--- src/jdar_pkg.sv ---
// Shared constants and types for the joystick dead-zone / auto-repeat unit.
// No dependencies; every other file depends on it.
`default_nettype none

package jdar_pkg;

   localparam int AdcBits = 10;

   localparam int CsrIndexBits = 3;
   localparam int CsrDataBits  = 16;

   // Configuration register indexes
   localparam logic [CsrIndexBits-1:0] CsrCentreX     = 3'd0;
   localparam logic [CsrIndexBits-1:0] CsrCentreY     = 3'd1;
   localparam logic [CsrIndexBits-1:0] CsrDeadzoneX   = 3'd2;
   localparam logic [CsrIndexBits-1:0] CsrDeadzoneY   = 3'd3;
   localparam logic [CsrIndexBits-1:0] CsrInitialWait = 3'd4;
   localparam logic [CsrIndexBits-1:0] CsrRepeatWait  = 3'd5;

   // Opcodes
   localparam logic OpEvaluate = 1'b0;
   localparam logic OpSetHold  = 1'b1;

   typedef logic [AdcBits-1:0]   sample_type;
   typedef logic [AdcBits-2:0]   deadzone_type;
   typedef logic [15:0]          wait_type;
   typedef logic [31:0]          ms_type;
   typedef logic [7:0]           count_type;
   typedef logic signed [1:0]    dir_type;

   localparam dir_type   DirZero = 2'sd0;

   localparam ms_type    SampleGap   = 32'd2;
   localparam count_type HoldSamples = 8'd40;
   localparam count_type CountMax    = 8'd255;

   localparam sample_type   CentreReset      = sample_type'(512);
   localparam deadzone_type DeadzoneReset    = deadzone_type'(100);
   localparam wait_type     InitialWaitReset = 16'd300;
   localparam wait_type     RepeatWaitReset  = 16'd100;

endpackage

`default_nettype wire

--- src/jdar_if.sv ---
// Request and response channel interfaces (valid/ready with payload).
// Depends on jdar_pkg.
`default_nettype none

interface jdar_req_if;
   logic                 valid;
   logic                 ready;
   logic                 opcode;
   jdar_pkg::sample_type x_sample;
   jdar_pkg::sample_type y_sample;
   jdar_pkg::ms_type     now_ms;
   logic                 hold_value;

   modport source (output valid, output opcode, output x_sample, output y_sample,
                   output now_ms, output hold_value, input ready);
   modport sink   (input valid, input opcode, input x_sample, input y_sample,
                   input now_ms, input hold_value, output ready);
endinterface

interface jdar_rsp_if;
   logic              valid;
   logic              ready;
   logic              move;
   jdar_pkg::dir_type dir_x;
   jdar_pkg::dir_type dir_y;

   modport source (output valid, output move, output dir_x, output dir_y, input ready);
   modport sink   (input valid, input move, input dir_x, input dir_y, output ready);
endinterface

`default_nettype wire

--- src/jdar_classify.sv ---
// Classifies one axis sample against centre +/- dead zone into -1, 0, +1.
// Depends on jdar_pkg.
`default_nettype none

module jdar_classify (
   input  var jdar_pkg::sample_type   sample,
   input  var jdar_pkg::sample_type   centre,
   input  var jdar_pkg::deadzone_type deadzone,
   output var jdar_pkg::dir_type      dir
);
   import jdar_pkg::*;

   logic [AdcBits:0] sample_w;
   logic [AdcBits:0] centre_w;
   logic [AdcBits:0] dz_w;
   logic             above;
   logic             below;

   // One extra bit: centre + dz never wraps, and s < c - d is done as s + d < c
   assign sample_w = {1'b0, sample};
   assign centre_w = {1'b0, centre};
   assign dz_w     = {2'b0, deadzone};
   assign above    = sample_w > (centre_w + dz_w);
   assign below    = (sample_w + dz_w) < centre_w;

   always_comb begin
      if (above) begin
         dir = 2'sd1;
      end else if (below) begin
         dir = -2'sd1;
      end else begin
         dir = DirZero;
      end
   end

endmodule

`default_nettype wire

--- src/joystick_deadzone_autorepeat_unit.sv ---
// Top level of the joystick dead-zone classifier with hold detection and auto-repeat.
// Depends on jdar_pkg, jdar_req_if/jdar_rsp_if and jdar_classify.
//
// Usage:
//   req_chan carries one item per handshake: opcode (evaluate or set-hold), X and Y
//   samples, the current millisecond time and the hold flag for set-hold.
//   rsp_chan returns exactly one item per request: move, dir_x, dir_y.
//   csr_we/csr_index/csr_wdata write the six configuration registers (centres,
//   dead zones, initial and repeat waits); write only while the unit is idle.
// Timing:
//   An accepted item lands in an input register; once the result register is free it
//   is classified, the hold/repeat state is updated and the result register is
//   loaded. One item per cycle is sustained while rsp_chan.ready stays high, since
//   the state update finishes in the same cycle it is read.
// Reset (synchronous, active high) empties both registers, restores the register
//   defaults and clears the hold state.
// Stalls: while rsp_chan.ready is low the result holds, the input register
//   still fills once, and req_chan.ready drops when both are occupied.
`default_nettype none

module joystick_deadzone_autorepeat_unit (
   input  var logic                            clock,
   input  var logic                            reset,
   jdar_req_if.sink                            req_chan,
   jdar_rsp_if.source                          rsp_chan,
   input  var logic                            csr_we,
   input  var logic [jdar_pkg::CsrIndexBits-1:0] csr_index,
   input  var logic [jdar_pkg::CsrDataBits-1:0]  csr_wdata
);
   import jdar_pkg::*;

   // Configuration
   sample_type   centre_x_ff, centre_y_ff;
   deadzone_type deadzone_x_ff, deadzone_y_ff;
   wait_type     initial_wait_ff, repeat_wait_ff;

   // Input register
   logic       s1_valid_ff;
   logic       s1_opcode_ff;
   sample_type s1_x_ff, s1_y_ff;
   ms_type     s1_now_ff;
   logic       s1_hold_value_ff;

   // Result register
   logic    out_valid_ff;
   logic    out_move_ff, out_move_in;
   dir_type out_dir_x_ff, out_dir_x_in;
   dir_type out_dir_y_ff, out_dir_y_in;

   // Hold / repeat state
   dir_type   last_dir_x_ff, last_dir_x_in;
   dir_type   last_dir_y_ff, last_dir_y_in;
   logic      holding_ff, holding_in;
   count_type stable_count_ff, stable_count_in;
   wait_type  current_wait_ff, current_wait_in;
   ms_type    last_move_time_ff, last_move_time_in;
   ms_type    last_sample_time_ff, last_sample_time_in;

   logic    out_free;
   logic    advance;
   logic    req_take;
   dir_type raw_x, new_x, new_y;
   logic    same_dir;
   logic    sample_due;
   logic    repeat_due;
   logic    hold_start;
   ms_type  move_time_mid;
   count_type count_mid;

   assign out_free = !out_valid_ff || rsp_chan.ready;
   assign advance  = s1_valid_ff && out_free;
   assign req_chan.ready = !s1_valid_ff || out_free;
   assign req_take = req_chan.valid && req_chan.ready;

   assign rsp_chan.valid = out_valid_ff;
   assign rsp_chan.move  = out_move_ff;
   assign rsp_chan.dir_x = out_dir_x_ff;
   assign rsp_chan.dir_y = out_dir_y_ff;

   jdar_classify u_class_x (
      .sample   (s1_x_ff),
      .centre   (centre_x_ff),
      .deadzone (deadzone_x_ff),
      .dir      (raw_x)
   );

   jdar_classify u_class_y (
      .sample   (s1_y_ff),
      .centre   (centre_y_ff),
      .deadzone (deadzone_y_ff),
      .dir      (new_y)
   );

   // X axis is inverted: a high sample means -1
   assign new_x = -raw_x;

   assign same_dir = (new_x == last_dir_x_ff) && (new_y == last_dir_y_ff)
                     && ((new_x != DirZero) || (new_y != DirZero));
   assign sample_due = s1_now_ff >= (last_sample_time_ff + SampleGap);

   always_comb begin
      count_mid = stable_count_ff;
      if (sample_due && !holding_ff && (stable_count_ff < CountMax)) begin
         count_mid = stable_count_ff + 8'd1;
      end
   end

   assign hold_start    = !holding_ff && (count_mid > HoldSamples);
   assign move_time_mid = hold_start ? s1_now_ff : last_move_time_ff;
   // Repeat check sees the move time just set by a hold start
   assign repeat_due    = s1_now_ff >= (move_time_mid + {16'd0, current_wait_ff});

   always_comb begin
      last_dir_x_in       = last_dir_x_ff;
      last_dir_y_in       = last_dir_y_ff;
      holding_in          = holding_ff;
      stable_count_in     = stable_count_ff;
      current_wait_in     = current_wait_ff;
      last_move_time_in   = last_move_time_ff;
      last_sample_time_in = last_sample_time_ff;
      out_move_in         = 1'b0;
      out_dir_x_in        = last_dir_x_ff;
      out_dir_y_in        = last_dir_y_ff;
      if (s1_opcode_ff == OpSetHold) begin
         holding_in      = s1_hold_value_ff;
         stable_count_in = '0;
         current_wait_in = initial_wait_ff;
      end else begin
         out_dir_x_in  = new_x;
         out_dir_y_in  = new_y;
         last_dir_x_in = new_x;
         last_dir_y_in = new_y;
         if (same_dir) begin
            stable_count_in   = count_mid;
            last_move_time_in = move_time_mid;
            if (sample_due) begin
               last_sample_time_in = s1_now_ff;
            end
            if (hold_start) begin
               holding_in  = 1'b1;
               out_move_in = 1'b1;
            end
            if ((holding_ff || hold_start) && repeat_due) begin
               out_move_in       = 1'b1;
               last_move_time_in = s1_now_ff;
               current_wait_in   = repeat_wait_ff;
            end
         end else begin
            holding_in      = 1'b0;
            stable_count_in = '0;
            current_wait_in = initial_wait_ff;
         end
      end
   end

   // Control, state and configuration
   always_ff @(posedge clock) begin
      if (reset) begin
         s1_valid_ff         <= 1'b0;
         out_valid_ff        <= 1'b0;
         last_dir_x_ff       <= DirZero;
         last_dir_y_ff       <= DirZero;
         holding_ff          <= 1'b0;
         stable_count_ff     <= '0;
         current_wait_ff     <= InitialWaitReset;
         last_move_time_ff   <= '0;
         last_sample_time_ff <= '0;
         centre_x_ff         <= CentreReset;
         centre_y_ff         <= CentreReset;
         deadzone_x_ff       <= DeadzoneReset;
         deadzone_y_ff       <= DeadzoneReset;
         initial_wait_ff     <= InitialWaitReset;
         repeat_wait_ff      <= RepeatWaitReset;
      end else begin
         if (req_take) begin
            s1_valid_ff <= 1'b1;
         end else if (advance) begin
            s1_valid_ff <= 1'b0;
         end
         if (advance) begin
            out_valid_ff        <= 1'b1;
            last_dir_x_ff       <= last_dir_x_in;
            last_dir_y_ff       <= last_dir_y_in;
            holding_ff          <= holding_in;
            stable_count_ff     <= stable_count_in;
            current_wait_ff     <= current_wait_in;
            last_move_time_ff   <= last_move_time_in;
            last_sample_time_ff <= last_sample_time_in;
         end else if (rsp_chan.ready) begin
            out_valid_ff <= 1'b0;
         end
         if (csr_we) begin
            case (csr_index)
               CsrCentreX:     centre_x_ff     <= csr_wdata[AdcBits-1:0];
               CsrCentreY:     centre_y_ff     <= csr_wdata[AdcBits-1:0];
               CsrDeadzoneX:   deadzone_x_ff   <= csr_wdata[AdcBits-2:0];
               CsrDeadzoneY:   deadzone_y_ff   <= csr_wdata[AdcBits-2:0];
               CsrInitialWait: initial_wait_ff <= csr_wdata;
               CsrRepeatWait:  repeat_wait_ff  <= csr_wdata;
               default: ;
            endcase
         end
      end
   end

   // Payload registers
   always_ff @(posedge clock) begin
      if (req_take) begin
         s1_opcode_ff     <= req_chan.opcode;
         s1_x_ff          <= req_chan.x_sample;
         s1_y_ff          <= req_chan.y_sample;
         s1_now_ff        <= req_chan.now_ms;
         s1_hold_value_ff <= req_chan.hold_value;
      end
      if (advance) begin
         out_move_ff  <= out_move_in;
         out_dir_x_ff <= out_dir_x_in;
         out_dir_y_ff <= out_dir_y_in;
      end
   end

endmodule

`default_nettype wire
--- src/flat_wrapper.sv ---
// flat-port wrapper written by rule: the top's interface ports become plain ports
module joystick_deadzone_autorepeat_unit_flat import jdar_pkg::*;
  (clock, reset, csr_we, csr_index, csr_wdata, req_chan_valid, req_chan_opcode, req_chan_x_sample, req_chan_y_sample, req_chan_now_ms, req_chan_hold_value, req_chan_ready, rsp_chan_valid, rsp_chan_move, rsp_chan_dir_x, rsp_chan_dir_y, rsp_chan_ready);
  jdar_req_if req_chan_i ();
  jdar_rsp_if rsp_chan_i ();
  input  var logic clock;
  input  var logic reset;
  input  var logic csr_we;
  input  var logic [jdar_pkg::CsrIndexBits-1:0] csr_index;
  input  var logic [jdar_pkg::CsrDataBits-1:0] csr_wdata;
  input wire logic [$bits(req_chan_i.valid)-1:0] req_chan_valid;
  input wire logic [$bits(req_chan_i.opcode)-1:0] req_chan_opcode;
  input wire logic [$bits(req_chan_i.x_sample)-1:0] req_chan_x_sample;
  input wire logic [$bits(req_chan_i.y_sample)-1:0] req_chan_y_sample;
  input wire logic [$bits(req_chan_i.now_ms)-1:0] req_chan_now_ms;
  input wire logic [$bits(req_chan_i.hold_value)-1:0] req_chan_hold_value;
  output wire logic [$bits(req_chan_i.ready)-1:0] req_chan_ready;
  output wire logic [$bits(rsp_chan_i.valid)-1:0] rsp_chan_valid;
  output wire logic [$bits(rsp_chan_i.move)-1:0] rsp_chan_move;
  output wire logic [$bits(rsp_chan_i.dir_x)-1:0] rsp_chan_dir_x;
  output wire logic [$bits(rsp_chan_i.dir_y)-1:0] rsp_chan_dir_y;
  input wire logic [$bits(rsp_chan_i.ready)-1:0] rsp_chan_ready;
  assign req_chan_i.valid = req_chan_valid;
  assign req_chan_i.opcode = req_chan_opcode;
  assign req_chan_i.x_sample = req_chan_x_sample;
  assign req_chan_i.y_sample = req_chan_y_sample;
  assign req_chan_i.now_ms = req_chan_now_ms;
  assign req_chan_i.hold_value = req_chan_hold_value;
  assign req_chan_ready = req_chan_i.ready;
  assign rsp_chan_valid = rsp_chan_i.valid;
  assign rsp_chan_move = rsp_chan_i.move;
  assign rsp_chan_dir_x = rsp_chan_i.dir_x;
  assign rsp_chan_dir_y = rsp_chan_i.dir_y;
  assign rsp_chan_i.ready = rsp_chan_ready;
  joystick_deadzone_autorepeat_unit u_core (.clock(clock), .reset(reset), .req_chan(req_chan_i), .rsp_chan(rsp_chan_i), .csr_we(csr_we), .csr_index(csr_index), .csr_wdata(csr_wdata));
endmodule
--- config.mk ---
export PLATFORM = sky130hd
export DESIGN_NAME = joystick_deadzone_autorepeat_unit_flat
export DESIGN_NICKNAME = d
export VERILOG_FILES = /design/src/jdar_pkg.sv /design/src/jdar_if.sv /design/src/jdar_classify.sv /design/src/joystick_deadzone_autorepeat_unit.sv /design/src/flat_wrapper.sv
export SDC_FILE = /design/constraint.sdc
export NUM_CORES = 1
export LEC_CHECK = 0
export CAP_MARGIN = 25
export CELL_PAD_IN_SITES_DETAIL_PLACEMENT = 0
export CELL_PAD_IN_SITES_GLOBAL_PLACEMENT = 1
export CORE_UTILIZATION = 53
export DETAILED_ROUTE_END_ITERATION = 10
export DONT_BUFFER_PORTS = 1
export PLACE_DENSITY_LB_ADDON = 0.1
export SYNTH_ARGS = -nofsm -noshare
export SYNTH_HDL_FRONTEND = slang
export SYNTH_SLANG_ARGS = --single-unit
--- constraint.sdc ---
create_clock -name clock -period 22.2 [get_ports clock]
set_input_delay 2.22 -clock clock [delete_from_list [all_inputs] [get_ports clock]]
set_output_delay 2.22 -clock clock [all_outputs]
set_load 0.01 [all_outputs]
==> flow_metrics.env <==
export IMPL_dp_hpwl_um=25400
export IMPL_grt_usage=0.255
export IMPL_worstMarginPinSlew_ns=1.03
export IMPL_htree_levels=1
export IMPL_cts_sink_count=224
export IMPL_clock_path_buffers=3
export IMPL_worstSetupEndpointType="register"
export IMPL_grt_ovfl_total=0
export IMPL_max_cap_viol_count=0
export IMPL_cpPeakStageDelay_ns=0.85
export IMPL_finalNetCount=1925
export IMPL_n_fill_cell=2441
export IMPL_setup_viol=0
export IMPL_slew_headroom=0.314
export IMPL_syn_avg_cell_area_um2=8.48
export IMPL_critPathBufInv=1
export IMPL_max_freq_mhz=92.3
export IMPL_port_buffers=0
export IMPL_synth_main_ff_cell="dfxtp_1"
export IMPL_yosysTopAreaCell="dfxtp_1"
export IMPL_slew_viol_final=0
export IMPL_post_cts_resized=0
export IMPL_synth_distinct_cells=80
export IMPL_dieArea_mm2=0.0280
export IMPL_postCtsSetupBuffers=0
export IMPL_drive_gt1_frac=0.0539
export IMPL_power_frac_seq=0.450
export IMPL_postCtsHoldBufs=0
export IMPL_leakage_nw=6.06
export IMPL_swShare=0.257
export IMPL_drcViolationCount=0
export IMPL_critPathTopFamily="compound AO/OA/AOI/OAI gates"
export IMPL_antenna_found_initial=0
export IMPL_fin_skew_ns=0.0123
export IMPL_async_flop_share=0
export IMPL_ys_seq_area_frac=0.350
export IMPL_yosys_area_share_adder=0.142
export IMPL_hold_class="reg2reg"
export IMPL_syn_nets=1950
export IMPL_crit_slowest_cell="a311o_1"
export IMPL_vias_per_cell=5.79
export IMPL_insertion_delay_ns=0.54
export IMPL_p_clk_frac=0.448
export IMPL_syn_area_mm2=0.0145
export IMPL_status="finished, final reports clean"
export IMPL_cp_max_fo=39
export IMPL_clk_pin_slew_ns=0.06
export IMPL_vias=11900
export IMPL_cp_common_cell="ha_1"
export IMPL_netlist_instances=1711
export IMPL_cts_inserted_buffers=27
export IMPL_drt_initial_drc_count=712
export IMPL_core_area_mm2=0.0269
export IMPL_synth_xor_xnor_area_share=0.0562
export IMPL_hold_violations=0
export IMPL_switching_power_w=0.000254
export IMPL_wl_per_cell_um=17.4
export IMPL_yosysTopAreaCellShare=0.228
export IMPL_ir_worst_vdd_mv=0.0584
export IMPL_muxShareOfSynthArea=0.0402
export IMPL_fin_crit_ns=10.84
export IMPL_synth_compound_area_frac=0.176
export IMPL_routabilityCongestion=0.872
export IMPL_path_class="reg2reg"
export IMPL_start_kind="register"
export IMPL_grt_max_degree=124
export IMPL_cp_data_required_time_ns=22.66
export IMPL_routed_wl_um=35600
export IMPL_die_height_um=167
export IMPL_combPwrFrac=0.102
export IMPL_final_setup_tns_ns=0
export IMPL_start_util=0.540
export IMPL_arrival_ns=11.30
export IMPL_synth_area_top_cells="dfxtp_1 23%, ha_1 13%, edfxtp_1 12%"
export IMPL_firstDrtPassIters=5
export IMPL_fin_ws_ns=11.36
export IMPL_power_internal_w=0.000735
export IMPL_synth_seq_cells=224
export IMPL_core_rowCount=60
export IMPL_grt_first_pass_wirelength_um=58700
export IMPL_rsz0062_at_grt="no"
export IMPL_cts_tree="built"
export IMPL_synth_edff_count=59
export IMPL_yosys_warnings=0
export IMPL_dieWidth_um=167
export IMPL_pre_cts_ws_ns=11.45
export IMPL_powerDensity_mw_per_mm2=63.2
export IMPL_root_buffer="clkbuf_16"
export IMPL_synth_top_family_by_area="simple AND/OR/NAND/NOR gates"
export IMPL_synth_simple_gate_area_frac=0.196
export IMPL_io_pins=85
export IMPL_ant_nets=0
export IMPL_areaGrowthSynthToFinish_pct=7.81
export IMPL_min_period_over_period=0.488
export IMPL_n_antenna_cell=0
export IMPL_grt_pass1_vias=11400
## cell usage after synthesis, types with 5 or more instances
| library cell | count |
|---|---|
| a211oi_1 | 16 |
| a21o_1 | 38 |
| a21oi_1 | 169 |
| a31oi_1 | 10 |
| and2_1 | 7 |
| and3_1 | 19 |
| buf_2 | 10 |
| buf_6 | 7 |
| clkbuf_1 | 50 |
| dfxtp_1 | 165 |
| edfxtp_1 | 59 |
| fa_1 | 5 |
| ha_1 | 156 |
| inv_1 | 59 |
| mux2i_1 | 56 |
| nand2_1 | 319 |
| nand2b_1 | 15 |
| nand3_1 | 93 |
| nand4_1 | 25 |
| nor2_1 | 74 |
| nor2b_1 | 21 |
| nor3_1 | 25 |
| nor4_1 | 5 |
| o211ai_1 | 15 |
| o21a_1 | 11 |
| o21ai_0 | 91 |
| o21bai_1 | 12 |
| o31ai_1 | 5 |
| or3_1 | 11 |
| xnor2_1 | 52 |
| xor2_1 | 41 |
## cell usage in the layout, fill, tap and decap left out, types with 9 or more instances in the layout
master / instances
mux2i_1: 56
o211ai_1: 15
or3_1: 11
xnor2_1: 52
inv_1: 59
ha_1: 156
o21a_1: 11
nor2_1: 74
xor2_1: 41
edfxtp_1: 59
a211oi_1: 16
a21oi_1: 169
nand2_1: 319
o21bai_1: 12
nor3_1: 25
a31oi_1: 9
nand3_1: 93
nor2b_1: 21
nand4_1: 25
nand2b_1: 15
and3_1: 19
buf_4: 15
dfxtp_1: 165
o21ai_0: 91
clkbuf_16: 29
a21o_1: 38
## path summary, 6_finish.rpt
kind | start | to | slack [ns] | cells after the start
max | u_core.last_sample_time_ff[1] | u_core.current_wait_ff[1] | 11.36 | 39
min reg2reg | u_core.initial_wait_ff[7] | u_core.initial_wait_ff[7] | 0.45 | 2
min | u_core.initial_wait_ff[7] | u_core.initial_wait_ff[7] | 0.45 | 2
max reg2reg | u_core.last_sample_time_ff[1] | u_core.current_wait_ff[1] | 11.36 | 39
## per-stage QoR
stage               hold WS, ns   util  instances  total power (W)  instance area [µm²]
floorplan                 0.433      -       1711         0.000529                14500
global placement          0.435  0.548       1998         0.000552                14700
detailed placement        0.439  0.548       1998         0.000554                14700
CTS                       0.448  0.582       2048          0.00100                15600
global route              0.468  0.582       2048          0.00103                15600
finish                    0.451  0.582       2048         0.000989                15600
## cell type report
cell class                      count  area (µm²)  share of cell area
Multi-Input combinational cell   1357        8880               0.568
Tap cell                          341         427              0.0273
Inverter                           61         229              0.0146
Clock buffer                       37         796              0.0509
Clock inverter                     13         113             0.00720
Timing Repair Buffer               15         113             0.00720
Sequential cell                   224        5070               0.325
## state kept, by name (all words and copies together) (netlist names), 16 cells and up
name                        flops
u_core.s1_now_ff               32
u_core.initial_wait_ff         16
u_core.current_wait_ff         16
u_core.repeat_wait_ff          16
u_core.last_sample_time_ff     32
u_core.last_move_time_ff       32
## power groups by stage
stage | Combinational, W | Sequential [W] | Clock [W]
5_1_grt | 0.000114 | 0.000447 | 0.000469
4_1_cts | 0.000101 | 0.000445 | 0.000453
3_5_place_dp | 0.000100 | 0.000454 | 0
6_report | 0.000101 | 0.000445 | 0.000443
3_3_place_gp | 0.0000980 | 0.000454 | 0
2_1_floorplan | 0.0000810 | 0.000448 | 0
## logic make-up (layout without fill, tap and decap cells)
group,after synthesis,after routing
xor gates and xnor gates,93,93
adders and majority gates,161,161
muxes,58,58
buffers and inverters,130,126
DFF,224,224
and+or+nand+nor,631,631
AOI/OAI and AO/OA,414,414
## worst register-to-register path, delay by kind of cell, from the launching register on
family | cells | cell delay [ns]
xor+xnor | 1 | 0.19
mux | 2 | 0.43
fa+ha+maj | 5 | 1.40
compound gates | 19 | 4.53
simple gates | 11 | 3.34
flops | 1 | 0.44
buf+inv | 1 | 0.42
## per-layer routing
layer	vias to the layer above	GRT usage	part of all wire
met1	5538	0.334	0.47
met3	51	0.0385	0.040
met5	-	0	0
met4	0	0.0694	0.025
li1	6056	-	-
met2	216	0.435	0.47
No activity file was read; power rests on OpenSTA's default activity.
